[src/design/assert_macros.svh]
// ----------------------------------------------------------------------------
// Assertion macros
// Concurrent assertion helpers shared by the RTL. They compile to nothing
// when SYNTHESIS is defined.
// ----------------------------------------------------------------------------
`ifndef ASSERT_MACROS_SVH
`define ASSERT_MACROS_SVH

`ifndef SYNTHESIS

// Same-cycle implication, disabled while reset is asserted.
`define ASSERT_IMPLIES(label, clk, rst_n, ante, cons) \
    label: assert property (@(posedge clk) disable iff (!rst_n) (ante) |-> (cons)) \
        else $error("assertion failed: same-cycle implication");

// Next-cycle implication, disabled while reset is asserted.
`define ASSERT_NEXT(label, clk, rst_n, ante, cons) \
    label: assert property (@(posedge clk) disable iff (!rst_n) (ante) |=> (cons)) \
        else $error("assertion failed: next-cycle implication");

`else

`define ASSERT_IMPLIES(label, clk, rst_n, ante, cons)
`define ASSERT_NEXT(label, clk, rst_n, ante, cons)

`endif

`endif

[src/design/ftcc_pkg.sv]
// ----------------------------------------------------------------------------
// ftcc_pkg
// Constants and register codes of the feed-through crosstalk correction.
// ----------------------------------------------------------------------------
`default_nettype none

package ftcc_pkg;

    localparam int DEFAULT_SAMPLE_BITS = 12;

    // Fixed-point formats: alpha is Q0.16, gain is Q8.16.
    localparam int FRAC_BITS  = 16;
    localparam int ALPHA_BITS = 16;
    localparam int GAIN_BITS  = 24;

    localparam logic [GAIN_BITS-1:0] GAIN_ONE = GAIN_BITS'(1) << FRAC_BITS;

    // Configuration port.
    localparam int CFG_INDEX_BITS = 2;
    localparam int CFG_DATA_BITS  = 24;

    localparam logic [CFG_INDEX_BITS-1:0] REG_ALPHA_FRACTION   = 2'd0;
    localparam logic [CFG_INDEX_BITS-1:0] REG_RECIP_GAIN       = 2'd1;
    localparam logic [CFG_INDEX_BITS-1:0] REG_SATURATION_LIMIT = 2'd2;

endpackage

`default_nettype wire

[src/design/ftcc_in_if.sv]
// ----------------------------------------------------------------------------
// ftcc_in_if
// Input channel: one detector sample word with its plane-start mark.
// ----------------------------------------------------------------------------
`default_nettype none

interface ftcc_in_if
    import ftcc_pkg::*;
#(
    parameter int SAMPLE_BITS = DEFAULT_SAMPLE_BITS
) ();

    logic                   valid;
    logic                   ready;
    logic [SAMPLE_BITS-1:0] sample;
    logic                   first_channel;

    modport source (output valid, output sample, output first_channel, input ready);
    modport sink   (input valid, input sample, input first_channel, output ready);

endinterface

`default_nettype wire

[src/design/ftcc_out_if.sv]
// ----------------------------------------------------------------------------
// ftcc_out_if
// Output channel: one corrected sample word.
// ----------------------------------------------------------------------------
`default_nettype none

interface ftcc_out_if
    import ftcc_pkg::*;
#(
    parameter int SAMPLE_BITS = DEFAULT_SAMPLE_BITS
) ();

    logic                   valid;
    logic                   ready;
    logic [SAMPLE_BITS-1:0] corrected;

    modport source (output valid, output corrected, input ready);
    modport sink   (input valid, input corrected, output ready);

endinterface

`default_nettype wire

[src/design/ftcc_mul.sv]
// ----------------------------------------------------------------------------
// ftcc_mul
// Shared unsigned multiplier with a registered product, used for both the
// crosstalk term and the gain scaling.
// ----------------------------------------------------------------------------
`default_nettype none

module ftcc_mul #(
    parameter int A_BITS = 28,
    parameter int B_BITS = 24
) (
    input  wire logic                     clk,
    input  wire logic                     en,
    input  wire logic [A_BITS-1:0]        a,
    input  wire logic [B_BITS-1:0]        b,
    output logic      [A_BITS+B_BITS-1:0] product
);

    logic [A_BITS+B_BITS-1:0] product_reg;

    always_ff @(posedge clk)
    begin
        if (en)
        begin
            product_reg <= (A_BITS+B_BITS)'(a) * (A_BITS+B_BITS)'(b);
        end
    end

    assign product = product_reg;

endmodule

`default_nettype wire

[src/design/feedthrough_crosstalk_correction.sv]
// ----------------------------------------------------------------------------
// feedthrough_crosstalk_correction
// Removes the feed-through share of the previous channel from each sample.
// ----------------------------------------------------------------------------
// Usage:
// Samples of one plane enter on the samples channel in scan order, one word
// per channel; first_channel marks the first channel of a plane scan, for
// which the previous corrected value is taken as zero. Each sample yields
// exactly one corrected word on the results channel:
//   corrected = clamp(round((sample - prev * alpha) * gain), 0, limit)
// Coefficients are written on the cfg port while the block is idle.
// Timing: a word is accepted in the idle state, then one shared multiplier
// computes prev * alpha, a subtract stage forms the difference, the same
// multiplier scales it by the gain, and a final stage clamps and rounds.
// The result is registered in the final stage, and the block returns to
// idle and takes the next sample only then: the recursion through two
// products on the single multiplier bars a new sample before the last is through.
// A stalled receiver holds the result in the output register; the block then
// accepts and processes one more sample and waits in its final stage until
// the output register is free. Reset clears the previous value to zero and
// loads alpha 0, gain 1.0 and the largest saturation limit.
// ----------------------------------------------------------------------------
`default_nettype none

`include "assert_macros.svh"

module feedthrough_crosstalk_correction
    import ftcc_pkg::*;
#(
    parameter int SAMPLE_BITS = DEFAULT_SAMPLE_BITS
) (
    input  wire logic                      clk,
    input  wire logic                      rst_n,
    input  wire logic                      cfg_we,
    input  wire logic [CFG_INDEX_BITS-1:0] cfg_index,
    input  wire logic [CFG_DATA_BITS-1:0]  cfg_data,
    ftcc_in_if.sink                        samples,
    ftcc_out_if.source                     results
);

    localparam int DIFF_BITS  = SAMPLE_BITS + FRAC_BITS;
    localparam int PROD_BITS  = DIFF_BITS + GAIN_BITS;
    localparam int SHIFT      = 2 * FRAC_BITS;
    localparam int HIGH_BITS  = PROD_BITS - SHIFT;

    localparam logic [2:0] S_IDLE = 3'd0;
    localparam logic [2:0] S_MUL1 = 3'd1;
    localparam logic [2:0] S_SUB  = 3'd2;
    localparam logic [2:0] S_MUL2 = 3'd3;
    localparam logic [2:0] S_FIN  = 3'd4;

    logic [2:0]             state_reg, state_next;

    logic [ALPHA_BITS-1:0]  alpha_reg;
    logic [GAIN_BITS-1:0]   gain_reg;
    logic [SAMPLE_BITS-1:0] limit_reg;
    logic [SAMPLE_BITS-1:0] prev_reg;

    logic [SAMPLE_BITS-1:0] sample_reg;
    logic [SAMPLE_BITS-1:0] op_prev_reg;
    logic [DIFF_BITS-1:0]   diff_reg;
    logic                   neg_reg;

    logic                   out_valid_reg;
    logic [SAMPLE_BITS-1:0] out_data_reg;

    logic                   mul_en;
    logic [DIFF_BITS-1:0]   mul_a;
    logic [GAIN_BITS-1:0]   mul_b;
    logic [PROD_BITS-1:0]   mul_p;

    logic                   accept;
    logic                   out_free;
    logic                   fin_go;
    logic [DIFF_BITS-1:0]   pos;
    logic [DIFF_BITS-1:0]   neg;
    logic [HIGH_BITS-1:0]   high;
    logic [HIGH_BITS-1:0]   rounded;
    logic                   sat_hit;
    logic [SAMPLE_BITS-1:0] result;

    // Configuration registers.
    always_ff @(posedge clk or negedge rst_n)
    begin
        if (!rst_n)
        begin
            alpha_reg <= '0;
            gain_reg  <= GAIN_ONE;
            limit_reg <= '1;
        end
        else if (cfg_we)
        begin
            unique case (cfg_index)
                REG_ALPHA_FRACTION:   alpha_reg <= cfg_data[ALPHA_BITS-1:0];
                REG_RECIP_GAIN:       gain_reg  <= cfg_data[GAIN_BITS-1:0];
                REG_SATURATION_LIMIT: limit_reg <= cfg_data[SAMPLE_BITS-1:0];
                default:              ;
            endcase
        end
    end

    assign accept   = samples.valid && samples.ready;
    assign out_free = !out_valid_reg || results.ready;
    assign fin_go   = (state_reg == S_FIN) && out_free;

    assign samples.ready     = (state_reg == S_IDLE);
    assign results.valid     = out_valid_reg;
    assign results.corrected = out_data_reg;

    // Operand selection for the shared multiplier.
    always_comb
    begin
        mul_en = 1'b0;
        mul_a  = DIFF_BITS'(op_prev_reg);
        mul_b  = GAIN_BITS'(alpha_reg);
        if (state_reg == S_MUL1)
        begin
            mul_en = 1'b1;
        end
        else if (state_reg == S_MUL2)
        begin
            mul_en = 1'b1;
            mul_a  = diff_reg;
            mul_b  = gain_reg;
        end
    end

    ftcc_mul #(
        .A_BITS (DIFF_BITS),
        .B_BITS (GAIN_BITS)
    ) u_mul (
        .clk     (clk),
        .en      (mul_en),
        .a       (mul_a),
        .b       (mul_b),
        .product (mul_p)
    );

    // Difference stage: the crosstalk term fits in DIFF_BITS by construction.
    assign pos = {sample_reg, {FRAC_BITS{1'b0}}};
    assign neg = mul_p[DIFF_BITS-1:0];

    // Clamp and round half up. When the high part is below the limit the
    // rounding carry cannot leave the sample range.
    assign high    = mul_p[PROD_BITS-1:SHIFT];
    assign sat_hit = (high >= HIGH_BITS'(limit_reg));
    assign rounded = high + HIGH_BITS'(mul_p[SHIFT-1]);

    always_comb
    begin
        if (neg_reg)
        begin
            result = '0;
        end
        else if (sat_hit)
        begin
            result = limit_reg;
        end
        else
        begin
            result = rounded[SAMPLE_BITS-1:0];
        end
    end

    always_comb
    begin
        state_next = state_reg;
        unique case (state_reg)
            S_IDLE:  if (accept) state_next = S_MUL1;
            S_MUL1:  state_next = S_SUB;
            S_SUB:   state_next = S_MUL2;
            S_MUL2:  state_next = S_FIN;
            S_FIN:   if (out_free) state_next = S_IDLE;
            default: state_next = S_IDLE;
        endcase
    end

    always_ff @(posedge clk or negedge rst_n)
    begin
        if (!rst_n)
        begin
            state_reg     <= S_IDLE;
            prev_reg      <= '0;
            out_valid_reg <= 1'b0;
        end
        else
        begin
            state_reg <= state_next;
            if (fin_go)
            begin
                prev_reg      <= result;
                out_valid_reg <= 1'b1;
            end
            else if (results.ready)
            begin
                out_valid_reg <= 1'b0;
            end
        end
    end

    // Datapath registers.
    always_ff @(posedge clk)
    begin
        if (accept)
        begin
            sample_reg  <= samples.sample;
            op_prev_reg <= samples.first_channel ? '0 : prev_reg;
        end
        if (state_reg == S_SUB)
        begin
            neg_reg  <= (neg > pos);
            diff_reg <= pos - neg;
        end
        if (fin_go)
        begin
            out_data_reg <= result;
        end
    end

    `ASSERT_NEXT(a_busy_after_accept, clk, rst_n, accept, !samples.ready)
    `ASSERT_NEXT(a_neg_gives_zero, clk, rst_n, fin_go && neg_reg, results.valid && results.corrected == '0)
    `ASSERT_NEXT(a_prev_tracks_out, clk, rst_n, fin_go, prev_reg == out_data_reg)
    `ASSERT_IMPLIES(a_mul_only_in_mul_states, clk, rst_n, mul_en, state_reg == S_MUL1 || state_reg == S_MUL2)

endmodule

`default_nettype wire

[src/flat_wrapper.sv]
// flat-port wrapper written by rule: the top's interface ports become plain ports
module feedthrough_crosstalk_correction_flat import ftcc_pkg::*;
#(
    parameter int SAMPLE_BITS = DEFAULT_SAMPLE_BITS
)
  (clk, rst_n, cfg_we, cfg_index, cfg_data, samples_valid, samples_sample, samples_first_channel, samples_ready, results_valid, results_corrected, results_ready);
  ftcc_in_if #(.SAMPLE_BITS(SAMPLE_BITS)) samples_i ();
  ftcc_out_if #(.SAMPLE_BITS(SAMPLE_BITS)) results_i ();
  input  wire logic clk;
  input  wire logic rst_n;
  input  wire logic cfg_we;
  input  wire logic [CFG_INDEX_BITS-1:0] cfg_index;
  input  wire logic [CFG_DATA_BITS-1:0] cfg_data;
  input wire logic [$bits(samples_i.valid)-1:0] samples_valid;
  input wire logic [$bits(samples_i.sample)-1:0] samples_sample;
  input wire logic [$bits(samples_i.first_channel)-1:0] samples_first_channel;
  output wire logic [$bits(samples_i.ready)-1:0] samples_ready;
  output wire logic [$bits(results_i.valid)-1:0] results_valid;
  output wire logic [$bits(results_i.corrected)-1:0] results_corrected;
  input wire logic [$bits(results_i.ready)-1:0] results_ready;
  assign samples_i.valid = samples_valid;
  assign samples_i.sample = samples_sample;
  assign samples_i.first_channel = samples_first_channel;
  assign samples_ready = samples_i.ready;
  assign results_valid = results_i.valid;
  assign results_corrected = results_i.corrected;
  assign results_i.ready = results_ready;
  feedthrough_crosstalk_correction #(.SAMPLE_BITS(SAMPLE_BITS)) u_core (.clk(clk), .rst_n(rst_n), .cfg_we(cfg_we), .cfg_index(cfg_index), .cfg_data(cfg_data), .samples(samples_i), .results(results_i));
endmodule
[config.mk]
export PLATFORM = sky130hd
export DESIGN_NAME = feedthrough_crosstalk_correction_flat
export DESIGN_NICKNAME = d
export VERILOG_FILES = /design/src/design/ftcc_pkg.sv /design/src/design/ftcc_in_if.sv /design/src/design/ftcc_out_if.sv /design/src/design/ftcc_mul.sv /design/src/design/feedthrough_crosstalk_correction.sv /design/src/flat_wrapper.sv
export VERILOG_INCLUDE_DIRS = /design/src /design/src/design
export SDC_FILE = /design/constraint.sdc
export NUM_CORES = 2
export LEC_CHECK = 0
export BUFFER_PORTS_ARGS = -buffer_cell sky130_fd_sc_hd__buf_4
export CORE_MARGIN = 8
export CORE_UTILIZATION = 50
export CTS_BUF_LIST = sky130_fd_sc_hd__clkbuf_16
export DETAILED_ROUTE_END_ITERATION = 8
export PLACE_DENSITY = 0.66
export SETUP_SLACK_MARGIN = 0.02
export SLEW_MARGIN = 5
export SYNTH_ARGS = -nofsm -noshare
export SYNTH_HDL_FRONTEND = slang
export SYNTH_SLANG_ARGS = --single-unit
[constraint.sdc]
create_clock -name clk -period 17.6 [get_ports clk]
set_clock_uncertainty 0.1 [all_clocks]
set_input_delay 0.88 -clock clk [delete_from_list [all_inputs] [get_ports clk]]
set_output_delay 0.88 -clock clk [all_outputs]
set_load 0.03 [all_outputs]
=== Word-level counts from Yosys, hierarchy flattened ===
Cells that the tools add are included.

* Register bits: 185
* Output and inout bits: 14

* $add $sub $neg: 2
* Multipliers: 1
* Magnitude comparators: 2
* Equal/unequal tests: 8
* Mux-type cells: 13
* Reductions and logical operators: 11

{| class="wikitable"
|+ Operators with widths
! cell !! count
|-
| $mux 28 || 2
|-
| $mul 28x24->52 || 1
|-
| $mux 24 || 2
|-
| $gt 28x28->1 || 1
|-
| $sub 28x28->28 || 1
|-
| $mux 12 || 2
|-
| $ge 20x12->1 || 1
|-
| $pmux 3 s5 || 1
|-
| $add 12x1->12 || 1
|-
| $reduce_and 2->1 || 4
|-
| $eq 3x2->1 const B || 2
|-
| $mux 3 || 2
|-
| $mux 1 || 4
|-
| $eq 3x1->1 const B || 1
|-
| $eq 3x3->1 const B || 1
|-
| $logic_not 3->1 || 1
|-
| $eq 2x1->1 const B || 1
|-
| $eq 2x2->1 const B || 1
|-
| $logic_and 1x1->1 || 2
|-
| $logic_not 2->1 || 1
|-
| $ne 2x1->1 const B || 1
|-
| $ne 2x2->1 const B || 1
|-
| $reduce_bool 2->1 || 1
|-
| $logic_not 1->1 || 1
|-
| $logic_or 1x1->1 || 1
|}

=== Longest topological paths before layout ===
* Depth in word-level cells: 4
* Gate-level depth with buffers: 31

=== Hierarchy ===
A second synthesis with hierarchy kept.

* Cells, all modules: 3058
* Area, all modules: 30200.2 um^2

{| class="wikitable"
|+ Modules (own cells, without submodules)
! module !! instances !! cells an instance !! area an instance (um^2) !! seq. area each (um^2)
|-
| ftcc_mul || 1 || 2500 || 23262.3 || 1561.5
|-
| feedthrough_crosstalk_correction || 1 || 558 || 6937.9 || 3669.8
|}

=== Worst setup path before layout ===
No wires, ideal clock.

* Path kind: register to register
* From: register u_core.state_reg[0]
* To: register u_core.u_mul.product_reg[51] (netlist: u_core.u_mul.product[51]) (data pin)
* Arrival time: 8.788 ns
* Data required time: 17.234 ns
* Path slack: 8.446 ns
* Stages on the path, launching flop included: 29
* Buffers on the path: 3
* Period minus slack after synthesis: 9.154 ns
* Path through: dfrtp_1 -> nor2b_1 -> clkbuf_1 -> and3_1 -> clkbuf_1 -> nand2_1 -> fa_1 -> inv_1 -> fa_1 -> inv_1 -> fa_1 -> fa_1 -> inv_1 -> fa_1 -> fa_1 -> inv_1 -> fa_1 -> inv_1 -> ha_1 -> clkbuf_1 -> a2111oi_0 -> o21ai_0 -> a21oi_1 -> o21ai_0 -> a2111o_1 -> and3_1 -> a41oi_1 -> mux2i_1 -> nand4_1

* Cells in the longest elaborated chain, start to end: 4
* Elaborated cells on any way between the ends: 7

{| class="wikitable"
|+ RTL lines
! element !! RTL line !! RTL
|-
| start: declaration || feedthrough_crosstalk_correction.sv:52 || <nowiki>logic [2:0] state_reg, state_next;</nowiki>
|-
| start signal: assignment || feedthrough_crosstalk_correction.sv:188 || <nowiki>state_reg <= state_next;</nowiki>
|-
| $eq 3x2->1 || feedthrough_crosstalk_correction.sv:120 || <nowiki>else if (state_reg == S_MUL2)</nowiki>
|-
| $mux 28 / $mux 24 (equally long branches) || feedthrough_crosstalk_correction.sv:120 ||
|-
| $mux 28 / $mux 24 (equally long branches) || feedthrough_crosstalk_correction.sv:116 || <nowiki>if (state_reg == S_MUL1)</nowiki>
|-
| $mul 28x24->52 (*) || ftcc_mul.sv:25 || <nowiki>product_reg <= (A_BITS+B_BITS)'(a) * (A_BITS+B_BITS)'(b);</nowiki>
|-
| end signal: assignment || ftcc_mul.sv:25 ||
|-
| end: declaration || ftcc_mul.sv:19 || <nowiki>logic [A_BITS+B_BITS-1:0] product_reg;</nowiki>
|}

Mark *: on every way between the ends. The rest lies on a longest branch, timed or not.
A chain may end at the register's enable or synchronous reset.

=== Worst setup path after layout ===
* From: register u_core.state_reg[1]
* To: register u_core.u_mul.product_reg[50] (netlist: u_core.u_mul.product[50]) (data pin)

The elaborated chain is that of the path after synthesis.

==> flow_summary.ini <==
[sta]
setup_ws_ps = 7550
rsz0062_at_grt = no
fin_tns_setup_ps = 0
setup_viol = 0
slew_violations = 0
fin_crit_ps = 10050
slew_headroom_pct = 7.28
whs_ps = 380
hold_viol_final = 0
max_freq_mhz = 99.5
tightest_slew_ps = 1350
fin_crit_sh_pct = 57.1

[placement]
gp_congestion = 0.981
post-place-ws_ps = 7760
io_buffers = 57
dp_hpwl_mm = 71.9

[synthesis]
avgSynthCellArea_um2 = 9.55
synth.net_count = 3949
synthFlopType = edfxtp_1
yosysSeqAreaShare_pct = 17.2
netlist_area_um2 = 29900
syn_inst = 3130
ys_types = 66
ys_ff_latch = 182
synth_edf_count = 114
synthArstFlopShare_pct = 37.4
synth_area_leaders = fa_1 (38%), edfxtp_1 (11%), ha_1 (8.6%), inv_1 (8.1%), and3_1 (5.3%)
yosysWarnings = 0
synth_top_area_share_pct = 38.2
yosys.area.top_type = fa_1

[global_routing]
grtUsageTotal_pct = 27.8
overflow = 0
grt_pass1_vias = 23900
grt_max_degree = 99
grt_pass1_wl_mm = 142
grt_antenna_before_repair = 1

[die]
die_w_um = 261
initial_core_util_pct = 50.6
placementRows = 89
die_area_um2 = 67900
die_h_um = 261
io_pins = 58
core-area_um2 = 59100

[worst_setup_path]
endpoint_kind = register
crit_start = u_core.state_reg[1]
crit_type = register to register
cpMostUsedCell = fa_1
crit_family = adder cells
cpPeakStageDelay_ps = 1050
worstPathArrival_ps = 10120
rr_startpoint = u_core.state_reg[1]
cp-start-kind = register
crit_chain = and2_4 > buf_4 > mux2i_1 > nor2_1 > fa_1 > fa_1 > inv_1 > fa_1 > inv_1 > fa_1 > fa_1 > fa_1 > fa_1 > ha_1 > nand4_2 > nor3_2 > o31ai_2 > a21o_1 > o31a_1 > o41ai_4 > a2111oi_2 > o41ai_2 > xor2_1
path_buf_inv = 3
critical_path_required_ps = 17660
slowest_stage = mux2i_1
path_max_fanout = 78

[clock_tree]
clk_latency_ps = 440
clock-root-buffer = clkbuf_16
path_clk_slew_ps = 90
cts_setup_buffers = 0
holdBufCountCts = 0
cts.repair.resized = 0
cts_tree = yes
clockBufferDepth = 2
htreeDepth = 4
cts_buffers = 17
cts.sinks = 182

[layout]
fillers = 5352
antenna_cells = 0
largest_reg_flops = 49
syn_to_final_growth_pct = 5.72
multi_input_area_um2 = 21700
register_area_um2 = 5140
final_nets = 3893
drive_gt1_share_pct = 7.39

[status]
outcome = finished, final reports clean

[worst_hold_path]
hp-class = register to register
min_from = u_core.prev_reg[6]

[route]
ant_nets = 0
vias = 22300
drc = 0
first_pass_iters = 6
viasPerCell = 5.79
wirelength_mm = 91.4
drtIter0Drc = 2000
wl_per_cell_um = 23.7

[run]
cap_viol_max_count = 0
cells by family (layout without fill, tap and decap cells):
kind of cell,after synthesis,count (layout),share of synthesized area (%)
buffers and inverters,822,779,10.4
AOI/OAI and AO/OA,204,204,4.59
muxes,91,91,3.27
and+or+nand+nor,980,980,15.6
xor gates and xnor gates,76,76,2.23
adders and majority gates,775,775,46.7
DFF,182,182,17.2
layout by cell type (no fill, tap or decap), types with 9 or more instances in the layout:
cell and count:
xor2_1 27, a31oi_1 9, mux2_2 53, nor3_1 19, o21ai_0 30, o31ai_1 13
nand3_1 50, a21oi_1 58, and3_1 255, o21bai_1 9, a21o_1 42, clkbuf_16 17
mux2i_1 35, or2_2 10, nand2_1 392, edfxtp_1 114, nor2_1 171, buf_4 101
inv_1 645, xnor2_1 49, dfstp_2 13, ha_1 205, nor2b_1 23, nand2b_1 12
nand4_1 14, dfrtp_1 55, fa_1 570
area by class of cell:
type,instances,area share (%)
multi-input cells,2126,68.6
inverters,645,7.66
flip-flops and latches,182,16.3
clock inverters,15,0.609
clock buffers,17,1.35
repair buffers,102,2.43
well taps,773,3.06
per-stage QoR:
stage	area [um^2]	utilization, %	instances
finish	31600	53.5	3860
global route	31600	53.5	3860
CTS	31600	53.5	3860
detailed placement	31000	52.4	3828
global placement	31000	52.4	3827
floorplan	29900	-	3130
tightest hold or removal path: stages, from the launching register on:
cell and delay (ps):
dfrtp_1 350, nand2_1 50, o31ai_1 50
per-layer routing:
metal	global-route usage [%]	routed length (um)	vias to the layer above
met4	10.1	3910	0
met1	37.1	36000	11400
met2	45.4	42800	1176
met3	4.68	8670	199
met5	0	0	-
li1	-	-	9601
final timing paths:
kind / end / slack [ps] / depth (start not counted)
min in group asynchronous: u_core.prev_reg[10] / 480 / 1
hold reg to reg: u_core.prev_reg[6] / 380 / 2
setup / recovery: u_core.u_mul.product[50] / 7550 / 23
setup reg to reg: u_core.u_mul.product[50] / 7550 / 23
max in group asynchronous: u_core.gain_reg[15] / 16240 / 1
hold / removal: u_core.prev_reg[6] / 380 / 2
synth_stat cells (14+ instances only):
master,n
nand4_1,14
inv_1,645
ha_1,205
clkbuf_1,164
nor3_1,19
nand3_1,50
dfrtp_1,55
xor2_1,27
o21ai_0,30
edfxtp_1,114
nor2_1,171
fa_1,570
nor2b_1,24
xnor2_1,49
a21o_1,42
nand2_1,392
a21oi_1,58
mux2i_1,38
and3_1,255
mux2_2,53
Power is left out: the tool's default activity adds up to more than one toggle a clock period on the data nets, which glitch-free logic cannot reach.
